===== src/hdl/bra_pkg.sv =====
// Shared types and constants of the bitmap run allocator.
`timescale 1ns / 1ps

package bra_pkg;

   localparam int DATA_W  = 64;  // bits in one occupancy word
   localparam int OFS_W   = 6;   // bit offset inside a word
   localparam int MAX_RUN = 8;   // longest run that one item touches
   localparam int START_W = 10;  // width of a position or a run start
   localparam int LEN_W   = 4;   // width of the run length field
   localparam int WIDX_W  = 5;   // word index, holds the spill word past position 1023

   localparam logic [1:0] OP_READ   = 2'd0;
   localparam logic [1:0] OP_MARK   = 2'd1;
   localparam logic [1:0] OP_FREE   = 2'd2;
   localparam logic [1:0] OP_SEARCH = 2'd3;

   typedef enum logic [2:0] {
      CMD_NONE,
      CMD_READ,
      CMD_MARK,
      CMD_FREE,
      CMD_SEARCH
   } cmd_kind_type;

   typedef struct packed {
      cmd_kind_type       kind;
      logic [WIDX_W-1:0]  word;
      logic [OFS_W-1:0]   offset;
      logic [LEN_W-1:0]   run_len;
      logic [START_W-1:0] limit;
   } cmd_type;

   typedef struct packed {
      logic               bit_value;
      logic               found;
      logic [START_W-1:0] run_start;
   } rsp_type;

endpackage


===== src/hdl/bra_ram.sv =====
// Generic single-write, single-read RAM with registered read data.
`timescale 1ns / 1ps

module bra_ram #(
   parameter int WIDTH = 64,
   parameter int DEPTH = 16,
   localparam int ADDR_W = (DEPTH > 1) ? $clog2(DEPTH) : 1
) (
   input  logic              clock,
   input  logic              wr_en,
   input  logic [ADDR_W-1:0] wr_addr,
   input  logic [WIDTH-1:0]  wr_data,
   input  logic [ADDR_W-1:0] rd_addr,
   output logic [WIDTH-1:0]  rd_data
);

   logic [WIDTH-1:0] mem_ff [DEPTH];
   logic [WIDTH-1:0] rd_data_ff;

   always_ff @(posedge clock) begin
      if (wr_en) begin
         mem_ff[wr_addr] <= wr_data;
      end
      rd_data_ff <= mem_ff[rd_addr];
   end

   assign rd_data = rd_data_ff;

endmodule


===== src/hdl/bra_back.sv =====
// Back end: runs commands against the occupancy RAM and holds the result register.
`timescale 1ns / 1ps

module bra_back #(
   parameter int WORDS = 16
) (
   input  logic                        clock,
   input  logic                        reset,
   input  logic                        queue_valid,
   input  bra_pkg::cmd_type            queue_head,
   output logic                        queue_pop,
   output logic                        clearing,
   output logic                        rsp_valid,
   input  logic                        rsp_stall,
   output logic                        rsp_bit_value,
   output logic                        rsp_found,
   output logic [bra_pkg::START_W-1:0] rsp_run_start
);

   localparam int ADDR_W = (WORDS > 1) ? $clog2(WORDS) : 1;
   localparam int DW     = bra_pkg::DATA_W;
   localparam int RUN    = bra_pkg::MAX_RUN;

   typedef enum logic [6:0] {
      ST_CLEAR = 7'b0000001,
      ST_IDLE  = 7'b0000010,
      ST_RDATA = 7'b0000100,
      ST_WR0   = 7'b0001000,
      ST_WR1   = 7'b0010000,
      ST_PRIME = 7'b0100000,
      ST_SCAN  = 7'b1000000
   } state_type;

   state_type                   state_ff, state_in;
   bra_pkg::cmd_type            cmd_ff, cmd_in;
   logic [ADDR_W-1:0]           clr_ff, clr_in;
   logic [bra_pkg::WIDX_W-1:0]  rd_ff, rd_in;
   logic [bra_pkg::WIDX_W-1:0]  eval_ff, eval_in;
   logic [DW-1:0]               cur_ff, cur_in;
   logic [bra_pkg::OFS_W-1:0]   lo_ff, lo_in;
   logic                        nxt_ok_ff, nxt_ok_in;
   logic                        rsp_valid_ff, rsp_valid_in;
   bra_pkg::rsp_type            rsp_ff, rsp_in;

   logic                        wr_en;
   logic [ADDR_W-1:0]           wr_addr;
   logic [DW-1:0]               wr_data;
   logic [ADDR_W-1:0]           rd_addr;
   logic [DW-1:0]               rd_data;

   logic                        out_free;
   logic                        emit;
   bra_pkg::rsp_type            emit_val;
   logic [RUN-1:0]              len_mask;
   logic [DW+RUN-1:0]           run_mask;
   logic [bra_pkg::WIDX_W-1:0]  word_next;
   logic                        spill;
   logic [DW-1:0]               nxt_word;
   logic [DW+RUN-1:0]           window;
   logic [DW-1:0]               free_vec;
   logic [DW-1:0]               ge_mask;
   logic [DW-1:0]               le_mask;
   logic [DW-1:0]               cand;
   logic                        last_word;
   logic                        hit;
   logic [bra_pkg::OFS_W-1:0]   hit_idx;

   bra_ram #(
      .WIDTH (DW),
      .DEPTH (WORDS)
   ) u_ram (
      .clock   (clock),
      .wr_en   (wr_en),
      .wr_addr (wr_addr),
      .wr_data (wr_data),
      .rd_addr (rd_addr),
      .rd_data (rd_data)
   );

   assign clearing  = state_ff == ST_CLEAR;
   assign out_free  = !rsp_valid_ff || !rsp_stall;
   // A command starts only when the result register will be free for it.
   assign queue_pop = (state_ff == ST_IDLE) && queue_valid && out_free;

   assign len_mask  = RUN'((9'd1 << cmd_ff.run_len) - 9'd1);
   assign run_mask  = (DW + RUN)'(len_mask) << cmd_ff.offset;
   assign word_next = cmd_ff.word + 1'b1;
   assign spill     = (|run_mask[DW+RUN-1:DW]) && (word_next < WORDS);

   // Search window: the word under test plus the low bits of the word after it.
   assign nxt_word  = nxt_ok_ff ? rd_data : '0;
   assign window    = {nxt_word[RUN-1:0], cur_ff};
   assign last_word = eval_ff[3:0] == cmd_ff.limit[bra_pkg::START_W-1:bra_pkg::OFS_W];
   assign ge_mask   = {DW{1'b1}} << lo_ff;
   assign le_mask   = last_word ?
                      ({DW{1'b1}} >> (6'd63 - cmd_ff.limit[bra_pkg::OFS_W-1:0])) : {DW{1'b1}};

   always_comb begin
      for (int i = 0; i < DW; i++) begin
         free_vec[i] = (window[i +: RUN] & len_mask) == '0;
      end
   end

   assign cand = free_vec & ge_mask & le_mask;
   assign hit  = |cand;

   always_comb begin
      hit_idx = '0;
      for (int i = DW - 1; i >= 0; i--) begin
         if (cand[i]) begin
            hit_idx = bra_pkg::OFS_W'(i);
         end
      end
   end

   always_comb begin
      state_in  = state_ff;
      cmd_in    = cmd_ff;
      clr_in    = clr_ff;
      rd_in     = rd_ff;
      eval_in   = eval_ff;
      cur_in    = cur_ff;
      lo_in     = lo_ff;
      nxt_ok_in = nxt_ok_ff;
      wr_en     = 1'b0;
      wr_addr   = clr_ff;
      wr_data   = '0;
      rd_addr   = ADDR_W'(queue_head.word);
      emit      = 1'b0;
      emit_val  = '0;
      unique case (state_ff)
         ST_CLEAR: begin
            wr_en  = 1'b1;
            clr_in = clr_ff + 1'b1;
            if (clr_ff == ADDR_W'(WORDS - 1)) begin
               state_in = ST_IDLE;
            end
         end
         ST_IDLE: begin
            if (queue_pop) begin
               cmd_in = queue_head;
               unique case (queue_head.kind)
                  bra_pkg::CMD_READ: begin
                     state_in = ST_RDATA;
                  end
                  bra_pkg::CMD_MARK,
                  bra_pkg::CMD_FREE: begin
                     state_in = ST_WR0;
                  end
                  bra_pkg::CMD_SEARCH: begin
                     rd_in    = queue_head.word + 1'b1;
                     eval_in  = queue_head.word;
                     lo_in    = queue_head.offset;
                     state_in = ST_PRIME;
                  end
                  default: begin
                     emit = 1'b1;
                  end
               endcase
            end
         end
         ST_RDATA: begin
            emit               = 1'b1;
            emit_val.bit_value = rd_data[cmd_ff.offset];
            state_in           = ST_IDLE;
         end
         ST_WR0: begin
            wr_en   = 1'b1;
            wr_addr = ADDR_W'(cmd_ff.word);
            wr_data = (cmd_ff.kind == bra_pkg::CMD_MARK) ? (rd_data | run_mask[DW-1:0]) :
                                                           (rd_data & ~run_mask[DW-1:0]);
            rd_addr = ADDR_W'(word_next);
            if (spill) begin
               state_in = ST_WR1;
            end else begin
               emit     = 1'b1;
               state_in = ST_IDLE;
            end
         end
         ST_WR1: begin
            wr_en   = 1'b1;
            wr_addr = ADDR_W'(word_next);
            wr_data = (cmd_ff.kind == bra_pkg::CMD_MARK) ?
               {rd_data[DW-1:RUN], rd_data[RUN-1:0] | run_mask[DW+RUN-1:DW]} :
               {rd_data[DW-1:RUN], rd_data[RUN-1:0] & ~run_mask[DW+RUN-1:DW]};
            emit     = 1'b1;
            state_in = ST_IDLE;
         end
         ST_PRIME: begin
            cur_in    = rd_data;
            rd_addr   = ADDR_W'(rd_ff);
            nxt_ok_in = rd_ff < WORDS;
            rd_in     = rd_ff + 1'b1;
            state_in  = ST_SCAN;
         end
         ST_SCAN: begin
            if (hit) begin
               emit               = 1'b1;
               emit_val.found     = 1'b1;
               emit_val.run_start = {eval_ff[3:0], hit_idx};
               state_in           = ST_IDLE;
            end else if (last_word) begin
               emit     = 1'b1;
               state_in = ST_IDLE;
            end else begin
               cur_in    = nxt_word;
               eval_in   = eval_ff + 1'b1;
               lo_in     = '0;
               rd_addr   = ADDR_W'(rd_ff);
               nxt_ok_in = rd_ff < WORDS;
               rd_in     = rd_ff + 1'b1;
            end
         end
         default: begin
            state_in = ST_IDLE;
         end
      endcase
   end

   always_comb begin
      if (emit) begin
         rsp_valid_in = 1'b1;
         rsp_in       = emit_val;
      end else begin
         rsp_valid_in = rsp_valid_ff && rsp_stall;
         rsp_in       = rsp_ff;
      end
   end

   always_ff @(posedge clock) begin
      if (reset) begin
         state_ff     <= ST_CLEAR;
         clr_ff       <= '0;
         rsp_valid_ff <= 1'b0;
      end else begin
         state_ff     <= state_in;
         clr_ff       <= clr_in;
         rsp_valid_ff <= rsp_valid_in;
      end
   end

   always_ff @(posedge clock) begin
      cmd_ff    <= cmd_in;
      rd_ff     <= rd_in;
      eval_ff   <= eval_in;
      cur_ff    <= cur_in;
      lo_ff     <= lo_in;
      nxt_ok_ff <= nxt_ok_in;
      rsp_ff    <= rsp_in;
   end

   assign rsp_valid     = rsp_valid_ff;
   assign rsp_bit_value = rsp_ff.bit_value;
   assign rsp_found     = rsp_ff.found;
   assign rsp_run_start = rsp_ff.run_start;

endmodule


===== config.mk =====
export PLATFORM = sky130hd
export DESIGN_NAME = bra_back
export DESIGN_NICKNAME = d
export VERILOG_FILES = /design/src/hdl/bra_pkg.sv /design/src/hdl/bra_ram.sv /design/src/hdl/bra_back.sv
export SDC_FILE = /design/constraint.sdc
export NUM_CORES = 2
export LEC_CHECK = 0
export ABC_CLOCK_PERIOD_IN_PS = 21300
export BUFFER_PORTS_ARGS = -buffer_cell sky130_fd_sc_hd__buf_2
export CAP_MARGIN = 20
export CORE_UTILIZATION = 34
export DETAILED_ROUTE_END_ITERATION = 10
export HOLD_SLACK_MARGIN = 0.06
export PLACE_DENSITY_LB_ADDON = 0.12
export SETUP_SLACK_MARGIN = 0.3
export SYNTH_ARGS = -nofsm -noshare
export SYNTH_HDL_FRONTEND = slang
export SYNTH_HIERARCHICAL = 1
export SYNTH_SLANG_ARGS = --single-unit

===== constraint.sdc =====
create_clock -name clock -period 21.3 [get_ports clock]
set_input_delay 2.13 -clock clock [delete_from_list [all_inputs] [get_ports clock]]
set_output_delay 2.13 -clock clock [all_outputs]
set_load 0.005 [all_outputs]

==> flow_summary.yaml <==
sta:
  skew_ns: 0.0374
  rsz0062_at_grt: "no"
  period_share_pct: 49.2
  hold_viol: 0
  max_freq_ghz: 0.0955
  slew_violations: 0
  final.setup.tns_ns: 0
  min_period_ns: 10.47
  hold_ws_ns: 0.565
  finalSetupViolCount: 0
  slew_headroom_pct: 20.5
  worst_slew_pin_slew_ns: 1.17
power_and_ir_drop:
  pwr-share-clk_pct: 41.2
  peakVddDrop_mv: 0.0699
  powerDensity_nw_per_um2: 91.4
  swShare_pct: 23.6
  combinationalPowerShare_pct: 7.6
  p_leak_uw: 0.0183
  p_int_uw: 4280
  seqPwrFrac_pct: 51.2
  power_switching_uw: 1320
synthesis:
  syn_nets: 3518
  synth_edf_count: 1144
  ys.warnings.count: 6
  synth.avg_cell_area_um2: 15.5
  ys_seq_elements: 1220
  synth_fa_ha_area_share_pct: 0.134
  synth-seq-area-share_pct: 66.4
  ys_async_sr_fraction_pct: 0
  synth_area_leaders: "edfxtp_1 (64%), mux4_2 (12%), dfxtp_1 (2.8%), a22oi_1 (2.0%), o21ai_0 (1.7%)"
  synth_xor_area_share_pct: 0.338
  yosysUniqueCellTypes: 100
  ys.flop_type: "edfxtp_1"
  synth_top_family_by_area: "multiplexers"
  synth_common_cells: "edfxtp_1 (1144), mux4_2 (279), nand2_1 (231), o21ai_0 (179), clkbuf_1 (170)"
  synth_cells: 3481
  yosysTopAreaCell: "edfxtp_1"
  synth_area_um2: 54000
  synth_simple_gate_area_share_pct: 6.80
  synth_mux_area_share_pct: 12.1
  yosysMostFrequentCell: "edfxtp_1"
  synth_top_area_share_pct: 63.6
  synth_compound_area_share_pct: 11.4
cells_and_area:
  nFillCells: 14400
  register_area_um2: 35900
  multi_input_area_um2: 16800
  nets: 3573
  syn_to_final_growth_pct: 13.4
  drive_above_1_share_pct: 20.1
run:
  max_cap_violations: 0
global_routing:
  antenna_found_initial: 1
  grt_util_all_layers_pct: 22.5
  grt_pass1_vias: 34000
  grt_pass1_wl_um: 260000
  gr-total-overflow: 0
  grt_max_degree: 114
floorplan:
  rows: 145
  die_w_um: 400
  boundaryPins: 47
  start_util_pct: 34.4
  dieArea_um2: 160000
  coreArea_um2: 157000
  die_y_um: 400
setup_path:
  critPathCaptureType: "flip-flop"
  cp-start-kind: "flip-flop"
  critPathRequiredTime_ns: 21.95
  cp_max_fo: 79
  critPathArrivalTime_ns: 11.12
  critPathKind: "reg -> reg"
clocking:
  cts_tree: "yes"
  cts_max_level: 4
  numClockSinks: 1220
  cts_setup_buffers: 0
  hold_buffers: 0
  cts_buffers: 136
  clk_pin_slew_ns: 0.06
  cts_buffer_depth: 3
  cts-root-buf: "clkbuf_16"
  cts.repair.resized: 0
  clk_latency_ns: 0.79
min_path:
  hold_class: "reg -> reg"
routing:
  dr_total_vias: 34100
  drt_wl_total_um: 183000
  wire_per_inst_um: 32.0
  drtAntennaViolNets: 0
  drc: 0
  drtPass1Iterations: 9
  first_iter_violations: 3972
  avgViaCountPerCell: 5.98
run_status:
  status: "finished clean"
placement:
  port-buffer-count: 46
  dp_hpwl_um: 110000
  place_congestion: 1.00
power by group through the flow:
| stage | sequential [uW] | clock, uW | combinational [uW] |
|---|---|---|---|
| after floorplan | 2890 | 0 | 259 |
| after global placement | 2920 | 0 | 431 |
| after detailed placement | 2920 | 0 | 432 |
| after CTS | 2870 | 2370 | 432 |
| after global routing | 2880 | 2450 | 451 |
| final | 2870 | 2310 | 423 |
area by class of cell:
class,count,share of cell area (%)
Antenna cell,1,0.00409
Clock buffer,193,6.18
Clock inverter,59,0.989
Inverter,56,0.343
Multi-Input combinational cell,1929,27.5
Sequential cell,1220,58.6
Tap cell,2058,4.20
Timing Repair Buffer,193,2.25
through the flow:
stage               setup WS (ns)  util, %  instances  total power (uW)  instance area, um^2
finish                      10.83     39.0       5709              5600                61200
floorplan                   14.11        -       3481              3150                54000
CTS                         10.79     39.0       5705              5670                61200
global placement            10.89     36.2       5446              3350                56800
global route                10.26     39.0       5708              5780                61200
detailed placement          10.81     36.2       5453              3350                56800
cells in the final DEF (no fill, tap or decap), types with 25 or more instances in the layout:
| master | Yosys | final |
|---|---|---|
| nand4_1 | 29 | 29 |
| nand3_1 | 56 | 56 |
| o22ai_1 | 41 | 40 |
| o21a_1 | 25 | 25 |
| a221oi_1 | 28 | 28 |
| a211oi_1 | 26 | 26 |
| inv_1 | 52 | 51 |
| edfxtp_1 | 1144 | 1144 |
| nand2_1 | 231 | 231 |
| a22oi_1 | 146 | 146 |
| buf_4 | 16 | 139 |
| mux4_2 | 279 | 279 |
| a21oi_1 | 153 | 153 |
| nor2b_1 | 82 | 79 |
| clkbuf_16 | 0 | 140 |
| nor3_1 | 47 | 43 |
| nor2_1 | 121 | 106 |
| buf_2 | 43 | 47 |
| o21ai_0 | 179 | 165 |
| clkbuf_1 | 170 | 45 |
| and2_1 | 31 | 30 |
| dfxtp_1 | 76 | 76 |
sequential cells by signal, indices dropped and copies added, names as in the netlist:
register	flops
clr_ff	4
state_ff	7
rsp_bit_value	1
cmd_ff	28
lo_ff	6
rsp_run_start	10
rd_ff	5
u_ram/rd_data	64
rsp_valid	1
rsp_found	1
nxt_ok_ff	1
cur_ff	64
u_ram/mem_ff	1024
eval_ff	4
critical path, stage by stage, from the launching register on:
cell	delay, ns
edfxtp_1	0.32
buf_4	0.37
buf_4	0.56
nor4_4	0.08
buf_4	0.22
inv_2	0.45
ha_1	0.66
and2_1	0.28
o21a_2	0.75
nor2_2	0.34
buf_4	0.29
o211ai_1	0.31
nand4b_1	0.26
nor4b_2	0.74
and3b_2	0.37
a41oi_4	0.22
o221ai_4	0.74
buf_12	0.55
buf_4	0.82
buf_4	0.87
mux4_2	0.60
a22oi_1	0.20
nand2_1	0.10
worst paths after layout:
kind         slack (ns)           endpoint       start  depth (start not counted)
max               10.83  u_ram/rd_data[10]  cmd_ff[12]                         22
min                0.56          rsp_valid   rsp_valid                          2
max reg2reg       10.83  u_ram/rd_data[10]  cmd_ff[12]                         22
min reg2reg        0.56          rsp_valid   rsp_valid                          2
routing by layer:
metal	GRT usage, %	vias up	wire length (um)
li1	-	14300	-
met3	4.39	405	12700
met5	0	-	0
met4	9.18	0	7620
met2	34.4	1538	82400
met1	31.5	17900	80300
cell families after synthesis:
group	count (synthesis)
AND/OR/NAND/NOR	717
buffers and inverters	332
XOR/XNOR	20
AO/OA/AOI/OAI	882
flip-flops	1220
multiplexers	304
adder cells (fa/ha/maj)	6
Power figures use the tool's default switching activity.
