`config.mk`:
```
export PLATFORM = sky130hd
export DESIGN_NAME = bra_queue
export DESIGN_NICKNAME = d
export VERILOG_FILES = /design/src/hdl/bra_pkg.sv /design/src/hdl/bra_queue.sv
export SDC_FILE = /design/constraint.sdc
export NUM_CORES = 1
export LEC_CHECK = 0
export BUFFER_PORTS_ARGS = -buffer_cell sky130_fd_sc_hd__buf_2
export CORE_MARGIN = 1.5
export CORE_UTILIZATION = 26
export CTS_CLUSTER_DIAMETER = 60
export DETAILED_ROUTE_END_ITERATION = 8
export PLACE_DENSITY_LB_ADDON = 0.08
export SLEW_MARGIN = 20
export SYNTH_ARGS = -nofsm -noshare
export SYNTH_HDL_FRONTEND = slang
export SYNTH_SLANG_ARGS = --single-unit
```
`constraint.sdc`:
```
create_clock -name clock -period 2.2 [get_ports clock]
set_input_delay 0.44 -clock clock [delete_from_list [all_inputs] [get_ports clock]]
set_output_delay 0.44 -clock clock [all_outputs]
set_load 0.03 [all_outputs]
```
`src/hdl/bra_pkg.sv`:
```
// Shared types and constants of the bitmap run allocator.
`timescale 1ns / 1ps

package bra_pkg;

   localparam int DATA_W  = 64;  // bits in one occupancy word
   localparam int OFS_W   = 6;   // bit offset inside a word
   localparam int MAX_RUN = 8;   // longest run that one item touches
   localparam int START_W = 10;  // width of a position or a run start
   localparam int LEN_W   = 4;   // width of the run length field
   localparam int WIDX_W  = 5;   // word index, holds the spill word past position 1023

   localparam logic [1:0] OP_READ   = 2'd0;
   localparam logic [1:0] OP_MARK   = 2'd1;
   localparam logic [1:0] OP_FREE   = 2'd2;
   localparam logic [1:0] OP_SEARCH = 2'd3;

   typedef enum logic [2:0] {
      CMD_NONE,
      CMD_READ,
      CMD_MARK,
      CMD_FREE,
      CMD_SEARCH
   } cmd_kind_type;

   typedef struct packed {
      cmd_kind_type       kind;
      logic [WIDX_W-1:0]  word;
      logic [OFS_W-1:0]   offset;
      logic [LEN_W-1:0]   run_len;
      logic [START_W-1:0] limit;
   } cmd_type;

   typedef struct packed {
      logic               bit_value;
      logic               found;
      logic [START_W-1:0] run_start;
   } rsp_type;

endpackage

```
`src/hdl/bra_queue.sv`:
```
// Two-entry command queue between the front end and the back end.
`timescale 1ns / 1ps

module bra_queue (
   input  logic             clock,
   input  logic             reset,
   input  logic             push,
   input  bra_pkg::cmd_type push_cmd,
   output logic             full,
   input  logic             pop,
   output logic             not_empty,
   output bra_pkg::cmd_type head
);

   bra_pkg::cmd_type entry_ff [2];
   logic             wr_ptr_ff, wr_ptr_in;
   logic             rd_ptr_ff, rd_ptr_in;
   logic [1:0]       count_ff, count_in;

   assign full      = count_ff == 2'd2;
   assign not_empty = count_ff != 2'd0;
   assign head      = entry_ff[rd_ptr_ff];

   always_comb begin
      wr_ptr_in = push ? !wr_ptr_ff : wr_ptr_ff;
      rd_ptr_in = pop  ? !rd_ptr_ff : rd_ptr_ff;
      count_in  = count_ff + {1'b0, push} - {1'b0, pop};
   end

   always_ff @(posedge clock) begin
      if (reset) begin
         wr_ptr_ff <= 1'b0;
         rd_ptr_ff <= 1'b0;
         count_ff  <= 2'd0;
      end else begin
         wr_ptr_ff <= wr_ptr_in;
         rd_ptr_ff <= rd_ptr_in;
         count_ff  <= count_in;
      end
   end

   always_ff @(posedge clock) begin
      if (push) begin
         entry_ff[wr_ptr_ff] <= push_cmd;
      end
   end

endmodule

```
==> impl_results.md, run 1 <==
- Status: finished clean
- Dpl hpwl: 2920 µm
- Die Wd: 97.92 µm
- Area contributors post-synth: edfxtp_1 72%, mux2_4 13%, dfxtp_1 4.3%
- I/O Pins: 62
- Synthesis-to-layout area growth: 29.06%
- Total negative slack: 0 ns
- CP Max Fanout: 15
- Antenna viol nets, final: 0
- Largest net degree at the start of global routing: 16
- Core area: 8721 µm²
- LEAKAGE: 1.199 nW
- Min-delay worst type: input pin to register
- Total GRT Usage: around a tenth
- Final net count: 217
- DRT Pass-1 Iters: 3
- Worst IR Drop VDD: 0.0004429 V
- Relative slew slack: 82.80%
- Average vias per placed instance: 3.997
- CTS tree: yes
- Final max-slew violation count: 0
- Initial Utilization: a little over a quarter
- Dpl ws: 0.6290 ns
- Crit end category: output pin
- Syn nets: 142
- Required time of the critical path: 1.76 ns
- Root buf cell: clkbuf_8
- Final hold viol count: 0
- Drt drc: 0
- Number of global-route vias before repair: ~1,300
- Die area: 9587 µm²
- Crit path launch type: register
- First-pass GRT wire length: 6651 µm
- Hold Buf Count CTS: 0
- Share of cells above drive strength 1: between 60% and 70%
- DRT Wirelength: around 4200 µm
- H-tree levels: 3
- Synth warn: 0
- Clk sinks: 61
- Vias: 1,183
- RSZ-0062 raised after global routing: no
- Final setup fails: 0
- Clk_lat worst skew: 0.33 ns
- Pwr dens: around 1000 nW/µm²
- Clk pin slew, worst setup/hold paths: 0.07 ns
- Routed len/inst: 14.29 µm
- Cts repair resizes: 0
- Utilization after layout: 34.66%
- Register area share after synthesis: 76.07%
- Post-Synthesis Cells: 108
- FP Rows: 34
- Cell count after placement: 280
- Layout Cells excl Fill: 296
- Initial antenna violation count: 0
- Yosys reg bits: 61
- Die Span Y: 97.92 µm
- Count of input and output buffers: 61
- Post-CTS Setup Inserts: 0
- Post-synthesis cell type count: 14
- Iter 0 DRT Violations: 38
- Final min period: 1.910 ns
- CTS buffer count: 9
- Worst slew pin tran: 0.2580 ns
- Max Cap Viol: 0
- Setup Skew: 0.007636 ns
- GP Congestion: 0.7153
- R2r setup slk: 0.84 ns
- Maximum clock frequency: 523.5 MHz
- GR Overflow Total: 0
- Final Cycle Share: 86.83%
- Largest area contributor in the netlist: edfxtp_1
- Ant. Diodes: 0
- Top-area cell type share of the netlist area: 71.79%
- Worst setup margin: slightly below 0.3 ns
- Total power draw: 3.002 mW
- Arr. time, crit path: 1.47 ns
- Setup CP Type: register to output pin
- Clock tree buffer depth: 2
- Post-Syn Area: roughly 2300 µm²
- Mean Syn Cell Area: 21.69 µm²
where the power goes:
group | switching [mW] | internal, mW | total [mW]
registers | 0.0248 | 1.35 | 1.38
logic | 0.267 | 0.190 | 0.456
clock network | 0.423 | 0.746 | 1.17
state kept, by name (all words and copies together), names as in the netlist, named ones only:
signal     flops
count_ff       2
wr_ptr_ff      1
entry_ff      56
rd_ptr_ff      1
final cells by class:
type	instances	area, µm²
Clock buffer	9	123.9
Clock inverter	7	113.9
Fill cell	853	5698
Inverter	2	7.507
Multi-Input combinational cell	42	509.2
Sequential cell	61	1783
Tap cell	108	135.1
Timing Repair Buffer	67	350.3
placed cells by master, fill, tap and decap left out, types with 2 or more instances in the layout:
master	n
edfxtp_1	56
nor2b_1	2
ha_1	2
inv_1	2
mux2_2	8
buf_4	6
xnor2_1	2
bufinv_16	3
clkbuf_8	9
buf_2	61
nor2_1	4
clkinvlp_4	2
dfxtp_1	4
mux2_4	20
per-layer routing:
layer | routed length, µm | share of wire [%] | GRT usage, %
met2 | 2180 | 52 | 15.70
met5 | 0 | 0 | 0
met4 | 0 | 0 | 4.945
met1 | 1784 | 42 | 10.16
met3 | 265 | 6.3 | 4.223
stage by stage:
stage                     hold WS (ns)  cell area [µm²]
after floorplan                 0.4799             2342
after global placement          0.5029             2785
after detailed placement        0.5106             2785
after CTS                       0.2668             3023
after global routing            0.2623             3023
final                           0.2939             3023
final timing paths:
| kind | startpoint | end | cells after the start |
|---|---|---|---|
| worst max register to register | count_ff[0]$_SDFF_PP0_ | count_ff[1]$_SDFF_PP0_ | 6 |
| worst max-delay path | register | head[3] | 3 |
| worst min-delay path | push_cmd[16] | entry_ff[0][16]$_DFFE_PP_ | 1 |
| worst min register to register | rd_ptr_ff$_SDFFE_PP0P_ | rd_ptr_ff$_SDFFE_PP0P_ | 2 |
critical path, stage by stage (launching register included):
cell     delay, ns
dfxtp_2       0.33
buf_4         0.26
mux2_2        0.37
buf_2         0.18
cells by family (layout without fill, tap and decap cells):
logic type	count (synthesis)	count (layout)	synth area share, %
flip-flops	61	61	76.07
multiplexers	28	28	16.67
AND/OR/NAND/NOR	9	9	1.977
buffers and inverters	5	85	2.511
XOR/XNOR	3	3	1.709
adder cells (fa/ha/maj)	2	2	1.068
cell usage after synthesis:
| master | n |
|---|---|
| or2_2 | 1 |
| inv_1 | 2 |
| xnor3_1 | 1 |
| mux2_4 | 20 |
| nor2_1 | 4 |
| mux2_2 | 8 |
| buf_12 | 2 |
| buf_6 | 1 |
| edfxtp_1 | 56 |
| dfxtp_1 | 5 |
| xnor2_1 | 2 |
| ha_1 | 2 |
| and2_1 | 1 |
| nor2b_1 | 3 |
Power figures use the tool's default switching activity.
==> inputs of run 2 (changes only) <==
--- a/config.mk
+++ b/config.mk
@@ -11,6 +11,7 @@
 export CTS_CLUSTER_DIAMETER = 60
 export DETAILED_ROUTE_END_ITERATION = 8
 export PLACE_DENSITY_LB_ADDON = 0.08
+export REMOVE_ABC_BUFFERS = 1
 export SLEW_MARGIN = 20
 export SYNTH_ARGS = -nofsm -noshare
 export SYNTH_HDL_FRONTEND = slang
==> constraint.sdc (replaced) <==
create_clock -name clock -period 1.6 [get_ports clock]
set_input_delay 0.32 -clock clock [delete_from_list [all_inputs] [get_ports clock]]
set_output_delay 0.32 -clock clock [all_outputs]
set_load 0.03 [all_outputs]
==> impl_results.md, run 2 (synthesized netlist as in run 1, its figures left out) <==
- Final setup fails: 28
- Clk sinks: 61
- Final Cycle Share: 105.6%
- Most frequent cells in the layout: 56 x edfxtp_1, 33 x buf_2, 28 x buf_6, 26 x mux2_4, 9 x clkbuf_8
- Routed len/inst: 14.23 µm
- Crit path launch type: register
- Relative slew slack: 83.44%
- Core area: 8721 µm²
- Worst setup margin: -0.08985 ns
- Clk_lat worst skew: roughly 0.33 ns
- Min-delay worst type: input pin to register
- Die area: 9587 µm²
- Initial Utilization: a little over a quarter
- Die Span Y: 97.92 µm
- Drt drc: 0
- Biggest register: entry_ff
- Fill count: 821
- WHS Path Cells: 1
- Worst IR Drop VDD: around 0.00040 V
- Pwr dens: between 1000 and 1500 nW/µm²
- Reg2Reg Launch Point: count_ff[0]$_SDFF_PP0_
- Final net count: 217
- Die Wd: 97.92 µm
- Final hold viol count: 0
- First-pass GRT wire length: 6672 µm
- RSZ-0062 raised after global routing: yes
- Number of flip-flops in the largest register: 56
- Maximum clock frequency: just under 600 MHz
- I/O Pins: just over 60
- DRT Wirelength: roughly 4200 µm
- LEAKAGE: 1.281 nW
- Hold Buf Count CTS: 0
- R2R cell count: 6
- CTS buffer count: 9
- Final min period: 1.690 ns
- Worst hold slack: 0.1727 ns
- Required time of the critical path: between 1 and 1.5 ns
- Arr. time, crit path: around 1.4 ns
- Ant. Diodes: 0
- Antenna viol nets, final: 0
- Crit end category: output pin
- Max Cap Viol: 0
- CP Max Fanout: 15
- FP Rows: 34
- Dpl hpwl: 2849 µm
- Layout Cells excl Fill: 296
- Initial antenna violation count: 0
- Final max-slew violation count: 0
- Setup Skew: 0.004859 ns
- Clock tree buffer depth: 2
- Share of cells above drive strength 1: 59.04%
- Synthesis-to-layout area growth: 37.29%
- GP Congestion: ~0.62
- DRT Pass-1 Iters: 3
- Iter 0 DRT Violations: 28
- Vias: 1,172
- Number of global-route vias before repair: 1,324
- Utilization after layout: 36.87%
- Largest regs: entry_ff (56), count_ff (2)
- Total negative slack: -1.266 ns
- Setup CP Type: register to output pin
- Cell count after placement: between 200 and 300
- CTS tree: yes
- H-tree levels: 3
- Worst slew pin tran: 0.2484 ns
- Largest net degree at the start of global routing: 18
- Root buf cell: clkbuf_8
- Count of input and output buffers: 61
- Hold Startpoint: push_cmd[3]
- GR Overflow Total: 0
- Total GRT Usage: 9.538%
- Clk pin slew, worst setup/hold paths: 0.06 ns
- Commonest non-fill, non-tap cell in the layout: edfxtp_1
- Total power draw: 4.071 mW
- Status: finished, violations left
- Average vias per placed instance: 3.959
- Post-CTS Setup Inserts: 0
- Failing checks: setup timing
run 2: power breakdown:
group	internal [mW]	total, mW	switching, mW
Combinational	0.375	0.762	0.387
Clock	0.861	1.41	0.552
Sequential	1.86	1.90	0.0373
run 2: area by class of cell:
type                       count  area, µm²  share of cell area [%]
multi-input combinational     42      531.8                   16.54
timing repair buffer          67      550.5                   17.12
sequential                    61       1785                   55.53
tap                          108      135.1                   4.202
inverter                       2      7.507                  0.2335
clock inverter                 6      77.57                   2.412
clock buffer                  10      127.6                   3.969
run 2: final timing paths:
| path | to | slack [ns] |
|---|---|---|
| setup / recovery | head[3] | -0.09 |
| hold / removal | entry_ff[0][3]$_DFFE_PP_ | 0.17 |
| setup reg to reg | count_ff[1]$_SDFF_PP0_ | 0.20 |
| hold reg to reg | rd_ptr_ff$_SDFFE_PP0P_ | 0.54 |
run 2: what timing repair did:
action,4_1_cts,5_1_grt
resized for setup,59,4
setup endpoints to repair,28,28
hold endpoints to repair,0,0
run 2: critical path: stages, from the launching register on:
cell and delay (ns):
dfxtp_4 0.37, buf_12 0.17, mux2_2 0.36, buf_6 0.14
run 2: metal layers:
layer	track usage, %	share of wire, %	up-vias
met5	0	0	-
met4	7.253	2.7	0
met3	3.364	6.1	11
met2	15.92	53	34
met1	9.789	38	565
li1	-	-	562
run 2: per-stage QoR:
step                area, µm²  setup WS, ns
finish                   3216      -0.08985
global route             3216       -0.1469
CTS                      3201       -0.1262
detailed placement       2810        0.1415
global placement         2810        0.2109
floorplan                2291       -0.4130
==> inputs of run 3 (changes only) <==
--- a/config.mk
+++ b/config.mk
@@ -5,11 +5,11 @@
 export SDC_FILE = /design/constraint.sdc
 export NUM_CORES = 1
 export LEC_CHECK = 0
-export BUFFER_PORTS_ARGS = -buffer_cell sky130_fd_sc_hd__buf_2
 export CORE_MARGIN = 1.5
 export CORE_UTILIZATION = 26
 export CTS_CLUSTER_DIAMETER = 60
 export DETAILED_ROUTE_END_ITERATION = 8
+export DONT_BUFFER_PORTS = 1
 export PLACE_DENSITY_LB_ADDON = 0.08
 export REMOVE_ABC_BUFFERS = 1
 export SLEW_MARGIN = 20
==> impl_results.md, run 3 (synthesized netlist as in run 1, its figures left out) <==
- Multi-input gate area: 539.3 µm²
- Initial antenna violation count: 0
- Number of global-route vias before repair: between 1,000 and 1,500
- Drt drc: 0
- CP max stage delay: 0.37 ns
- Count of input and output buffers: 0
- RSZ-0062 raised after global routing: yes
- CP max stage cell: dfxtp_4
- Largest regs: entry_ff (56), count_ff (2)
- Final max-slew violation count: 0
- Worst setup margin: 0.02150 ns
- Setup Skew: 0.006964 ns
- DRT Pass-1 Iters: 4
- Antenna viol nets, final: 0
- Arr. time, crit path: 1.26 ns
- Fill count: 830
- Total negative slack: 0 ns
- H-tree levels: 3
- Clk pin slew, worst setup/hold paths: around 0.06 ns
- Initial Utilization: 26.86%
- Commonest non-fill, non-tap cell in the layout: edfxtp_1
- Die Wd: 97.92 µm
- Share of cells above drive strength 1: about two fifths
- Final min period: 1.578 ns
- Final hold viol count: 0
- Die Span Y: 97.92 µm
- Cts repair resizes: 4
- Biggest register: entry_ff
- Largest net degree at the start of global routing: 18
- First-pass GRT wire length: 5913 µm
- Ant. Diodes: 0
- Status: finished clean
- CTS buffer count: 9
- Root buf cell: clkbuf_8
- Routed len/inst: 16.88 µm
- Synthesis-to-layout area growth: 18.48%
- Worst hold slack: 0.05384 ns
- Layout Cells excl Fill: 236
- GP Congestion: 0.6152
- Dpl ws: 0.2260 ns
- Setup CP Type: register to output pin
- DRT Wirelength: about 4000 µm
- Clk sinks: 61
- Min-delay worst type: input pin to register
- Most frequent cells in the layout: 56 x edfxtp_1, 28 x mux2_4, 9 x clkbuf_8, 5 x buf_4
- Total GRT Usage: 8.925%
- Relative slew slack: between 80% and 90%
- Number of flip-flops in the largest register: 56
- Dpl hpwl: 2604 µm
- Core area: 8721 µm²
- Clk_lat worst skew: 0.33 ns
- Average vias per placed instance: between 4 and 5
- Crit path launch type: register
- Crit end category: output pin
- Critical-path cell list: buf_12 > mux2_4
- Final net count: ~160
- Pwr dens: 1454 nW/µm²
- Final setup fails: 0
- Required time of the critical path: 1.28 ns
- I/O Pins: 62
- Post-CTS Setup Inserts: 0
- FP Rows: 34
- Hold Buf Count CTS: 0
- LEAKAGE: 1.003 nW
- Final Cycle Share: 98.66%
- Worst IR Drop VDD: just under 0.0005 V
- Worst slew pin tran: 0.2531 ns
- Clock tree buffer depth: 2
- CP Max Fanout: 15
- CTS tree: yes
- GR Overflow Total: 0
- Maximum clock frequency: 633.5 MHz
- Register area: 1785 µm²
- Iter 0 DRT Violations: 29
- Max Cap Viol: 0
- Cell count after placement: 220
- Die area: 9587 µm²
- Vias: 969
## run 3: changes by cell type in the layout (fill, tap and decap cells not counted)
cell / change
buf_2: -33
clkinv_2: -1
mux2_2: -2
buf_4: +1
clkinv_1: -1
mux2_4: +2
buf_6: -28
bufinv_16: +1
clkbuf_1: +1
## run 3: worst max-delay path: cells and delay by family (launching register included)
family   cells  cell delay, ns
flops        1            0.37
mux          1            0.37
buf+inv      1            0.17
## run 3: worst paths after layout
check                               from                endpoint  slack, ns  cells after the start
setup / recovery                register                head[15]       0.02                      2
setup reg to reg  count_ff[0]$_SDFF_PP0_  count_ff[1]$_SDFF_PP0_       0.24                      6
hold / removal                     reset  rd_ptr_ff$_SDFFE_PP0P_       0.05                      1
hold reg to reg   rd_ptr_ff$_SDFFE_PP0P_  rd_ptr_ff$_SDFFE_PP0P_       0.53                      2
## run 3: stage by stage
stage | instance area [µm²] | utilization [%] | power (mW)
floorplan | 2291 | - | 2.365
global placement | 2512 | 28.81 | 2.464
detailed placement | 2512 | 28.81 | 2.475
CTS | 2756 | 31.61 | 4.096
global route | 2775 | 31.82 | 4.214
finish | 2775 | 31.82 | 4.036
## run 3: final cells by class
cell class                      count  share of cell area, %
Inverter                            2                 0.2705
Clock buffer                       11                  4.734
Multi-Input combinational cell     42                  19.43
Tap cell                          108                  4.869
Clock inverter                      5                  3.562
Timing Repair Buffer                7                  2.795
Sequential cell                    61                  64.34
## run 3: routing by layer
layer  routed length [µm]  share of wire, %  vias to the layer above  track usage (%)
met5                    0                 0                        -                0
met4                  116               2.9                        0            5.934
met3                  412                10                       11            5.727
met2                 2011                50                       35            13.95
met1                 1443                36                      481            8.674
li1                     -                 -                      442                -
## run 3: where the power goes
| group | internal [mW] | switching (mW) |
|---|---|---|
| registers | 1.86 | 0.0349 |
| clock network | 1.03 | 0.562 |
| logic | 0.218 | 0.333 |
| total | 3.11 | 0.931 |
